**src/rtl/tsg_pkg.sv**
```systemverilog
package tsg_pkg;

	localparam int COORD_BITS = 12;
	localparam int SCREEN_W   = 8;
	localparam int TIME_W     = 32;
	localparam int COOL_W     = 16;
	localparam int SWIPE_W    = 12;
	localparam int CFG_DATA_W = 16;
	localparam int CFG_IDX_W  = 2;

	localparam int SQ_W  = 2 * COORD_BITS;
	localparam int SUM_W = SQ_W + 1;
	localparam int LIM_W = 2 * SWIPE_W;
	localparam int CMP_W = (SUM_W > LIM_W) ? SUM_W : LIM_W;

	localparam logic [COOL_W-1:0]   COOLDOWN_RST = COOL_W'(100);
	localparam logic [SWIPE_W-1:0]  SWIPE_RST    = SWIPE_W'(100);
	localparam logic [SCREEN_W-1:0] SCREENS_RST  = SCREEN_W'(4);

	typedef enum logic [CFG_IDX_W-1:0] {
		REG_COOLDOWN = 2'd0,
		REG_SWIPE    = 2'd1,
		REG_SCREENS  = 2'd2
	} reg_idx_t;

	typedef enum logic [1:0] {
		GEST_NONE = 2'd0,
		GEST_UP   = 2'd1,
		GEST_RTL  = 2'd2,
		GEST_LTR  = 2'd3
	} gesture_t;

	typedef struct packed {
		logic [COOL_W-1:0]   cooldown;
		logic [LIM_W-1:0]    lim;
		logic [SCREEN_W-1:0] screens;
	} cfg_t;

	typedef struct packed {
		logic [SCREEN_W-1:0]   screen;
		logic                  touched;
		logic [COORD_BITS-1:0] px;
		logic [COORD_BITS-1:0] py;
		logic [TIME_W-1:0]     now;
	} item_t;

	typedef struct packed {
		logic [SCREEN_W-1:0] screen;
		gesture_t            gesture;
		logic                refresh;
	} result_t;

endpackage

```
**src/rtl/tsg_classify.sv**
```systemverilog
module tsg_classify import tsg_pkg::*; (
	input  logic [COORD_BITS-1:0] start_x,
	input  logic [COORD_BITS-1:0] start_y,
	input  logic [COORD_BITS-1:0] end_x,
	input  logic [COORD_BITS-1:0] end_y,
	input  logic [LIM_W-1:0]      lim,
	output gesture_t              gesture
);

	logic [COORD_BITS-1:0] adx, ady;
	logic                  xpos, xneg, ypos;
	logic [SQ_W-1:0]       sqx, sqy;
	logic [CMP_W-1:0]      travel_sq, lim_ext;

	always_comb begin
		xpos = end_x > start_x;
		xneg = end_x < start_x;
		ypos = end_y > start_y;
		adx  = xpos ? end_x - start_x : start_x - end_x;
		ady  = ypos ? end_y - start_y : start_y - end_y;
		sqx  = SQ_W'(adx) * SQ_W'(adx);
		sqy  = SQ_W'(ady) * SQ_W'(ady);
		travel_sq = CMP_W'(sqx) + CMP_W'(sqy);
		lim_ext = CMP_W'(lim);

		gesture = GEST_NONE;
		if (travel_sq >= lim_ext) begin
			// zero travel only gets here with a zero threshold
			if ((ypos && adx < ady) || (adx == '0 && ady == '0)) begin
				gesture = GEST_UP;
			end else if (xpos && ady < adx) begin
				gesture = GEST_RTL;
			end else if (xneg && ady < adx) begin
				gesture = GEST_LTR;
			end
		end
	end

endmodule

```
**src/rtl/tsg_step.sv**
```systemverilog
module tsg_step import tsg_pkg::*; (
	input  logic    clk,
	input  logic    arst_n,
	input  logic    advance,
	input  item_t   item,
	input  cfg_t    cfg,
	output result_t res
);

	logic [COORD_BITS-1:0] start_x_q, start_y_q, end_x_q, end_y_q;
	logic                  was_touched_q;
	logic [TIME_W-1:0]     deadline_q;

	logic     active, expired, stroke_end;
	gesture_t stroke_gesture;

	tsg_classify u_classify (
		.start_x (start_x_q),
		.start_y (start_y_q),
		.end_x   (end_x_q),
		.end_y   (end_y_q),
		.lim     (cfg.lim),
		.gesture (stroke_gesture)
	);

	always_comb begin
		active     = item.screen != '0;
		expired    = item.now >= deadline_q;
		stroke_end = active && !item.touched && expired && was_touched_q;

		res.screen  = item.screen;
		res.gesture = GEST_NONE;
		res.refresh = active && !item.touched && expired;
		if (stroke_end) begin
			res.gesture = stroke_gesture;
			case (stroke_gesture)
				GEST_RTL: begin
					if (item.screen < cfg.screens) res.screen = item.screen + SCREEN_W'(1);
					res.refresh = 1'b1;
				end
				GEST_LTR: begin
					if (item.screen > SCREEN_W'(1)) res.screen = item.screen - SCREEN_W'(1);
					res.refresh = 1'b1;
				end
				default: begin
				end
			endcase
		end
	end

	always_ff @(posedge clk or negedge arst_n) begin
		if (!arst_n) begin
			start_x_q     <= '1;
			start_y_q     <= '1;
			end_x_q       <= '1;
			end_y_q       <= '1;
			was_touched_q <= 1'b0;
			deadline_q    <= '0;
		end else if (advance && active) begin
			if (item.touched) begin
				if (!was_touched_q) begin
					start_x_q <= item.px;
					start_y_q <= item.py;
				end
				was_touched_q <= 1'b1;
				end_x_q       <= item.px;
				end_y_q       <= item.py;
				deadline_q    <= item.now + TIME_W'(cfg.cooldown);
			end else if (stroke_end) begin
				was_touched_q <= 1'b0;
			end
		end
	end

endmodule

```
**src/rtl/touch_swipe_gesture_detector.sv**
```systemverilog
// Path: an accepted input beat goes through the input register, then the step
// logic into the result register, before it leaves as its result beat.
// Throughput: one poll per cycle, limited only by the result register draining.
// Reset: arst_n clears both valid flags, the stroke state (points to all ones,
// no touch, deadline 0) and the registers to cooldown 100, distance 100, 4 screens.
module touch_swipe_gesture_detector import tsg_pkg::*; (
	input  logic                  clk,
	input  logic                  arst_n,
	input  logic                  cfg_we,
	input  logic [CFG_IDX_W-1:0]  cfg_index,
	input  logic [CFG_DATA_W-1:0] cfg_wdata,
	input  logic                  in_valid,
	output logic                  in_ready,
	input  logic [SCREEN_W-1:0]   current_screen,
	input  logic                  touched,
	input  logic [COORD_BITS-1:0] point_x,
	input  logic [COORD_BITS-1:0] point_y,
	input  logic [TIME_W-1:0]     now_ms,
	output logic                  out_valid,
	input  logic                  out_ready,
	output logic [SCREEN_W-1:0]   new_screen,
	output logic [1:0]            gesture,
	output logic                  refresh_request
);

	cfg_t    cfg_q;
	item_t   item_s1;
	logic    valid_s1;
	result_t res, res_s2;
	logic    valid_s2;
	logic    advance;

	always_ff @(posedge clk or negedge arst_n) begin
		if (!arst_n) begin
			cfg_q.cooldown <= COOLDOWN_RST;
			cfg_q.lim      <= LIM_W'(SWIPE_RST) * LIM_W'(SWIPE_RST);
			cfg_q.screens  <= SCREENS_RST;
		end else if (cfg_we) begin
			case (reg_idx_t'(cfg_index))
				REG_COOLDOWN: cfg_q.cooldown <= cfg_wdata[COOL_W-1:0];
				// keep the squared threshold so the compare needs no square root
				REG_SWIPE: cfg_q.lim <= LIM_W'(cfg_wdata[SWIPE_W-1:0])
					* LIM_W'(cfg_wdata[SWIPE_W-1:0]);
				REG_SCREENS: cfg_q.screens <= cfg_wdata[SCREEN_W-1:0];
				default: begin
				end
			endcase
		end
	end

	assign advance  = valid_s1 && (!valid_s2 || out_ready);
	assign in_ready = !valid_s1 || advance;

	always_ff @(posedge clk or negedge arst_n) begin
		if (!arst_n) begin
			valid_s1 <= 1'b0;
			valid_s2 <= 1'b0;
		end else begin
			if (in_ready) valid_s1 <= in_valid;
			if (advance) valid_s2 <= 1'b1;
			else if (out_ready) valid_s2 <= 1'b0;
		end
	end

	always_ff @(posedge clk) begin
		if (in_valid && in_ready) begin
			item_s1.screen  <= current_screen;
			item_s1.touched <= touched;
			item_s1.px      <= point_x;
			item_s1.py      <= point_y;
			item_s1.now     <= now_ms;
		end
		if (advance) res_s2 <= res;
	end

	tsg_step u_step (
		.clk     (clk),
		.arst_n  (arst_n),
		.advance (advance),
		.item    (item_s1),
		.cfg     (cfg_q),
		.res     (res)
	);

	assign out_valid       = valid_s2;
	assign new_screen      = res_s2.screen;
	assign gesture         = res_s2.gesture;
	assign refresh_request = res_s2.refresh;

	a_side_refresh: assert property (@(posedge clk) disable iff (!arst_n)
		out_valid && (gesture == GEST_RTL || gesture == GEST_LTR) |-> refresh_request)
		else $error("sideways swipe without refresh");

	a_off_quiet: assert property (@(posedge clk) disable iff (!arst_n)
		out_valid && new_screen == '0 |-> gesture == GEST_NONE && !refresh_request)
		else $error("activity while detection is off");

	a_s1_hold: assert property (@(posedge clk) disable iff (!arst_n)
		valid_s1 && !advance |=> valid_s1 && $stable(item_s1))
		else $error("input stage lost a stalled beat");

	a_out_load: assert property (@(posedge clk) disable iff (!arst_n)
		advance |=> out_valid)
		else $error("result register not loaded");

endmodule

```
**config.mk**
```make
export PLATFORM = sky130hd
export DESIGN_NAME = touch_swipe_gesture_detector
export DESIGN_NICKNAME = d
export VERILOG_FILES = /design/src/rtl/tsg_pkg.sv /design/src/rtl/tsg_classify.sv /design/src/rtl/tsg_step.sv /design/src/rtl/touch_swipe_gesture_detector.sv
export SDC_FILE = /design/constraint.sdc
export NUM_CORES = 1
export LEC_CHECK = 0
export BUFFER_PORTS_ARGS = -buffer_cell sky130_fd_sc_hd__buf_2
export CAP_MARGIN = 20
export CORE_MARGIN = 2
export CORE_UTILIZATION = 50
export CTS_BUF_LIST = sky130_fd_sc_hd__clkbuf_16
export DETAILED_ROUTE_END_ITERATION = 10
export PLACE_DENSITY_LB_ADDON = 0.3
export SLEW_MARGIN = 0
export SYNTH_ARGS = -nofsm -noshare
export SYNTH_HDL_FRONTEND = slang
export SYNTH_SLANG_ARGS = --single-unit
```
**constraint.sdc**
```tcl
create_clock -name clk -period 16.5 [get_ports clk]
set_input_delay 2.475 -clock clk [delete_from_list [all_inputs] [get_ports clk]]
set_output_delay 2.475 -clock clk [all_outputs]
set_load 0.01 [all_outputs]
```
After elaboration in Yosys (flattened, before gate mapping)
Index checks and enable logic that the tools add are counted.
{"block": "word_totals", "regBits": 207, "inputBits": 88, "out_inout_bits": 13, "elab_cells": 88}
{"block": "op_classes", "n_addsub": 8, "mul": 3, "n_lt_le_gt_ge": 9, "eq_ne": 4, "mux": 15, "bitwise_logic": 1, "reduce_logical": 29}
{"operator": "multiplier 12 x 12 -> 24 bit", "count": 3}
{"operator": "subtractor 12 bit", "count": 4}
{"operator": "less-than comparator 12 bit", "count": 3}
{"operator": "adder 32 x 16 -> 32 bit", "count": 1}
{"operator": "greater-or-equal comparator 32 bit", "count": 1}
{"operator": "adder 24 x 24 -> 25 bit", "count": 1}
{"operator": "greater-or-equal comparator 25 x 24 -> 1 bit", "count": 1}
{"operator": "> comparator 12 bit", "count": 2}
{"operator": "zero test 12 bit", "count": 2}
{"operator": "two-way mux 12 bit", "count": 2}
{"operator": "two-way mux 8 bit", "count": 2}
{"operator": "case mux 8 bit (2 select lines)", "count": 1}
{"operator": "two-way mux 11 bit", "count": 1}
{"operator": "logical AND 1 bit", "count": 10}
{"operator": "AND reduction 2 bit", "count": 5}
{"operator": "adder 8 x 1 -> 8 bit, second input constant", "count": 1}
{"operator": "> comparator 8 x 1 -> 1 bit, second input constant", "count": 1}
{"operator": "less-than comparator 8 bit", "count": 1}
{"operator": "two-way mux 2 bit", "count": 4}
{"operator": "nonzero test 8 bit", "count": 1}
{"operator": "subtractor 8 x 1 -> 8 bit, second input constant", "count": 1}
{"operator": "== test 2 bit, second input constant", "count": 3}
{"operator": "two-way mux 1 bit", "count": 5}
{"operator": "nonzero test 2 bit", "count": 2}
{"operator": "7 further kinds", "count": 11}

Logic depth before layout (Yosys ltp)
Gate-level depths: netlist of run 1.
{"block": "depth", "word_depth": 12, "depth_mapped": 49, "ltp_nobuf": 48}

Hierarchy
Synthesis of run 1 repeated with hierarchy kept, for this count alone.
{"block": "unflattened", "hier_cells": 2586, "area_unflattened_um2": 25185.4}
{"mod": "tsg_classify", "n_inst": 1, "cells_per_inst": 1308, "area_per_inst_um2": 11195.7, "seq_area_each_um2": 0.0}
{"mod": "touch_swipe_gesture_detector", "n_inst": 1, "cells_per_inst": 725, "area_per_inst_um2": 8456.9, "seq_area_each_um2": 3519.6}
{"mod": "tsg_step", "n_inst": 1, "cells_per_inst": 553, "area_per_inst_um2": 5532.8, "seq_area_each_um2": 2087.0}

Worst setup path after synthesis of run 1
OpenSTA, ideal clock, no wires.
{"block": "synth_path", "kind": "flip-flop to flip-flop", "from": "register u_step.start_y_q[0]", "to": "register res_s2 (netlist bit new_screen[1]), data pin", "setup_ps": 261, "arrival_ps": 10901, "required_time_ps": 16239, "path_slack_ps": 5338, "stages_incl_launch_ff": 41, "n_path_buf": 0, "period_less_slack_ps": 11162, "path_cell_list": "dfstp_2 > ha_1 > inv_1 > fa_1 > a21o_1 > a21oi_1 > o21ba_2 > a21boi_2 > mux2i_1 > xor2_1 > clkinv_1 > nand2_1 > inv_1 > fa_1 > inv_1 > fa_1 > fa_1 > fa_1 > [... 5 more ...] > inv_1 > ha_1 > or4_1 > o32ai_1 > a2bb2oi_1 > a21oi_1 > o21a_1 > nor2_1 > xnor2_1 > ha_1 > nand3_1 > or2_2 > a2111oi_0 > nor3_2 > nor4_2 > inv_1 > or3_1 > a221o_1"}
{"element": "start, declared", "line": "tsg_step.sv:10", "source": "logic [COORD_BITS-1:0] start_x_q, start_y_q, end_x_q, end_y_q;"}
{"element": "start signal, assigned", "line": "tsg_step.sv:63", "source": "start_y_q <= item.py;"}
{"element": "end signal, assigned", "line": "touch_swipe_gesture_detector.sv:73", "source": "if (advance) res_s2 <= res;"}
{"element": "end, declared", "line": "touch_swipe_gesture_detector.sv:29", "source": "result_t res, res_s2;"}

==> results of run 1 <==
worst paths after layout:
path                                 startpoint                    end  slack, ps  cells past startpoint
max                           u_step.end_y_q[2]          new_screen[1]       2970                     39
min                        u_step.deadline_q[3]   u_step.deadline_q[3]        470                      2
max reg2reg                   u_step.end_y_q[2]          new_screen[1]       2970                     39
min reg2reg                u_step.deadline_q[3]   u_step.deadline_q[3]        470                      2
max in group asynchronous                arst_n              cfg_q[13]      13290                      2
min in group asynchronous                arst_n  u_step.deadline_q[26]       1890                      1
cell families (layout without fill, tap and decap cells):
family | after synthesis | in the layout | share of synthesized area
muxes | 73 | 73 | 0.0341
and+or+nand+nor | 619 | 619 | 0.123
adders and majority gates | 591 | 591 | 0.389
buffers and inverters | 587 | 679 | 0.0922
AOI/OAI and AO/OA | 366 | 366 | 0.0941
xor gates and xnor gates | 103 | 103 | 0.0391
DFF | 206 | 206 | 0.229
area by class of cell:
cell class	instances	area [µm²]
flip-flops and latches	206	5610
fillers	4415	22200
repair buffers	114	612
clock inverters	20	150
inverters	521	1960
well taps	622	778
clock buffers	24	601
multi-input cells	1752	16700
worst reg2reg max path, delay by kind of cell (launching register included):
kind,cells,cell delay [ps]
fa+ha+maj,10,4650
compound gates,10,3210
simple gates,8,2570
buf+inv,8,1180
xor+xnor,2,820
flops,1,540
mux,1,320
routing by layer:
layer / vias to the layer above / share of wire / global-route usage
met5: - / 0 / 0
met4: 0 / 0.025 / 0.0583
li1: 8371 / - / -
met3: 90 / 0.052 / 0.0355
met1: 8686 / 0.42 / 0.289
met2: 417 / 0.50 / 0.394
per-stage QoR:
stage	utilization	hold slack (ps)	std cells	setup slack [ps]	cell area, µm²
3_5_place_dp	0.527	464	3215	3190	25700
5_1_grt	0.543	508	3259	2120	26400
2_1_floorplan	-	439	2545	5340	24500
4_1_cts	0.543	479	3259	3130	26400
6_report	0.543	474	3259	2970	26400
3_3_place_gp	0.527	455	3215	3620	25700
registers in the layout, indices dropped and copies added (netlist names):
| signal | cells |
|---|---|
| u_step.start_x_q | 12 |
| cfg_q | 47 |
| new_screen | 8 |
| valid_s1 | 1 |
| u_step.start_y_q | 12 |
| u_step.was_touched_q | 1 |
| u_step.deadline_q | 32 |
| u_step.end_x_q | 12 |
| out_valid | 1 |
| u_step.end_y_q | 12 |
| gesture | 2 |
| item_s1 | 65 |
| refresh_request | 1 |
placed cells by master, fill, tap and decap left out, types with 33 or more instances in the layout:
| cell | n |
|---|---|
| a21o_1 | 47 |
| a21oi_1 | 81 |
| and2_1 | 55 |
| buf_2 | 99 |
| dfrtp_1 | 73 |
| dfstp_2 | 57 |
| edfxtp_1 | 76 |
| fa_1 | 286 |
| ha_1 | 305 |
| inv_1 | 522 |
| mux2_2 | 53 |
| nand2_1 | 195 |
| nor2_1 | 152 |
| nor3_1 | 33 |
| o21ai_0 | 124 |
| xnor2_1 | 53 |
| xor2_1 | 42 |
==> flow_summary.yaml, run 1 <==
final_layout:
  layout-drive-gt1-share: 0.118
  nets: 3298
  diodes: 0
  syn2layout_area_growth_pct: 7.62
critical_path:
  cp.arrival_ps: 13830
  critPathKind: "reg -> reg"
  setup.worst_path.end_class: "flop"
  worstPathRequired_ps: 16810
  worstPathMaxFanout: 13
  slowest_stage: "xor2_1"
  worst-path-buf-inv: 8
  path_delay_family: "adder cells"
  max_stage_delay_ps: 730
  critPathLaunchType: "flop"
floorplan:
  die_area_um2: 50900
  fp.dieH_um: 226
  die_x_um: 226
  core_area_um2: 48600
  pin_count: 101
  rows: 81
  initial_utilization: 0.504
synthesis:
  synth_top_area_cell: "fa_1"
  yosys_warnings: 0
  ys_dominant_reg_cell: "edfxtp_1"
  synth.top_cell.area_share: 0.233
  async_reset_ff_frac: 0.631
  synth_common_cells: "513 x inv_1, 305 x ha_1, 286 x fa_1, 195 x nand2_1, 153 x nor2_1"
  synth_area_leaders: "fa_1 23%, ha_1 16%, edfxtp_1 9.3%"
  syn_nets: 3224
  syn_inst: 2545
  yosysMostFrequentCell: "inv_1"
  synth_edf_count: 76
  synth_cell_type_count: 89
  ys_seq_elements: 206
  syn_area_um2: 24500
  post_synth.cell_area_avg_um2: 9.64
  yosysSeqAreaShare: 0.229
timing:
  fin_crit_ps: 13530
  finalCritPeriodShare: 0.820
  fmax_ghz: 0.0739
  rsz0062_at_grt: "no"
  slew_headroom: 0.296
  hold_viol_final: 0
  tns_ps: 0
  setup_viol: 0
  drv_slew: 0
  finClkSkew_ps: 12.6
  tightest_slew_ps: 1050
global_routing:
  gr-total-overflow: 0
  grt_pass1_wl_um: 92100
  antenna_found_initial: 0
  grt_pass1_vias: 18800
  grtUsageTotal: 0.224
  grt_max_degree: 87
place:
  gp_congestion: 0.910
  portBuffers: 100
  dp_hpwl_um: 43900
worst_hold_path:
  min_path_type: "reg -> reg"
detailed_routing:
  drc: 0
  vias: 17600
  ant_nets: 0
  viasPerCell: 5.39
  drt_iter0_drc: 860
  drt_first_pass_iters: 5
  wl_per_cell_um: 16.7
  wl_um: 54500
cts:
  cts_root_buffer: "clkbuf_16"
  h-tree-depth: 1
  clock_latency_ps: 560
  cts_tree: "yes"
  hold_buffers: 0
  clk_transition_reported_paths_ps: 60
  cts_buffer_depth: 3
  cts_setup_buffers: 0
  cts-resized-gates: 0
  cts_made_buffers: 24
  clock-sinks: 206
run:
  cap_viol_max_count: 0
status:
  status: "finished, final reports clean"
Power of run 1 is not shown: default switching activity piles up to over one toggle a cycle in this logic, so the estimate is an artifact.
==> run 2, diff against run 1 <==
==> constraint.sdc (replaced) <==
create_clock -name clk -period 12.3 [get_ports clk]
set_input_delay 1.845 -clock clk [delete_from_list [all_inputs] [get_ports clk]]
set_output_delay 1.845 -clock clk [all_outputs]
set_load 0.01 [all_outputs]
==> run 2 against run 1 <==
Net effect: worst hold slack improved by 2.2 ps; count of clock-buffer cells in the layout increased by 1; register-to-register slack got worse by 2400 ps; first-iteration DRC count increased by 1.5%; clock skew about the same; via count increased by 1.1%; critical path depth increased by 3; flip-flop and latch count unchanged; non-clock buffer count increased by 34; critical endpoint is now new_screen[3]; routed wire length increased by 2.9%.
==> flow_summary.yaml, run 2 (synthesis gave the netlist of run 1 again) <==
status:
  status: "finished, final reports clean"
critical_path:
  max_stage_delay_ps: 570
  worst-path-buf-inv: 8
  slowest_stage: "fa_1"
  worstPathRequired_ps: 12610
  cp.arrival_ps: 12050
  critPathKind: "reg -> reg"
  path_depth: 42
  crit_start: "u_step.end_y_q[9]"
  worstPathMaxFanout: 8
  critPathLaunchType: "flop"
  rr_startpoint: "u_step.end_y_q[9]"
  setup.worst_path.end_class: "flop"
  rr_worst_depth: 42
  path_delay_family: "adder cells"
global_routing:
  grt_max_degree: 87
  grtUsageTotal: 0.228
  grt_pass1_wl_um: 93200
  gr-total-overflow: 0
  antenna_found_initial: 0
  grt_pass1_vias: 19000
detailed_routing:
  drt_iter0_drc: 873
  drc: 0
  wl_met1_um: 23600
  dr_wl_met3_um: 2680
  met2WireLength_um: 28300
  viasPerCell: 5.39
  vias: 17800
  top_layer: "met4"
  drt_first_pass_iters: 5
  ant_nets: 0
  wl_um: 56100
  wl_per_cell_um: 17.0
final_layout:
  regArea_um2: 5610
  syn2layout_area_growth_pct: 9.24
  multiInputGateArea_um2: 16800
  diodes: 0
  largest_register_ffs: 65
  largest-register: "item_s1"
  layout-drive-gt1-share: 0.138
  fillers: 4276
  layout_commonest_cell: "inv_1"
  final_area_um2: 26800
  top_regs: "item_s1 (65), cfg_q (47), u_step.deadline_q (32)"
  nets: 3334
  layout_common_cells: "512 x inv_1, 304 x ha_1, 286 x fa_1"
cts:
  clock-sinks: 206
  h-tree-depth: 1
  cts_made_buffers: 25
  cts_buffer_depth: 3
  clk_transition_reported_paths_ps: 60
  cts_tree: "yes"
  clock_latency_ps: 560
  cts_root_buffer: "clkbuf_16"
timing:
  setup_viol: 0
  finClkSkew_ps: 12.3
  fmax_ghz: 0.0851
  hold_viol_final: 0
  finalCritPeriodShare: 0.955
  drv_slew: 0
  tightest_slew_ps: 959
  slew_headroom: 0.344
  fin_crit_ps: 11740
floorplan:
  pin_count: 101
  core_area_um2: 48600
  die_area_um2: 50900
  rows: 81
  fp.dieH_um: 226
  die_x_um: 226
  initial_utilization: 0.504
run:
  cap_viol_max_count: 0
place:
  dpl_cell_area_um2: 25800
  gp_congestion: 0.911
  dp_hpwl_um: 45000
  portBuffers: 100
worst_hold_path:
  holdPathStages: 2
  min_path_type: "reg -> reg"
  worstHoldStart: "u_step.deadline_q[10]"
-- run 2: per-layer routing --
metal,GRT usage,vias to the layer above
li1,-,8445
met1,0.288,8874
met2,0.405,348
met3,0.0365,98
met4,0.0634,0
met5,0,-
-- run 2: worst paths after layout --
path                                         end  slack [ps]
max in group asynchronous   u_step.deadline_q[6]        9690
min in group asynchronous  u_step.deadline_q[27]        1270
hold / removal             u_step.deadline_q[10]         480
setup reg to reg                   new_screen[3]         560
hold reg to reg            u_step.deadline_q[10]         480
setup / recovery                   new_screen[3]         560
-- run 2: final cells by class --
cell class | count | area share
Sequential cell | 206 | 0.209
Multi-Input combinational cell | 1753 | 0.627
Clock buffer | 25 | 0.0233
Clock inverter | 21 | 0.00584
Tap cell | 622 | 0.0290
Inverter | 521 | 0.0734
Timing Repair Buffer | 148 | 0.0325
-- run 2: per-stage QoR --
stage / hold WS [ps] / setup slack [ps] / util / cells / TNS, ps
3_3_place_gp: 455 / 44.2 / 0.531 / 3240 / 0
5_1_grt: 502 / -44.6 / 0.551 / 3296 / -94.9
4_1_cts: 482 / 171 / 0.548 / 3286 / 0
3_5_place_dp: 464 / -270 / 0.531 / 3240 / -618
2_1_floorplan: 439 / 1140 / - / 2545 / 0
6_report: 476 / 556 / 0.551 / 3296 / 0
-- run 2: tightest hold or removal path, delay by kind of cell, from the launching register on --
family	cells	cell delay, ps
simple gates	1	40
flops	1	340
compound gates	1	60
-- run 2: what timing repair did --
item / CTS / global route
pin swaps: 0 / 3
hold buffers: 0 / 0
setup endpoints to repair: 6 / 8
setup buffers: 0 / 9
cloned: 0 / 1
gates resized for setup: 3 / 25
Power of run 2 is left out for the same reason.
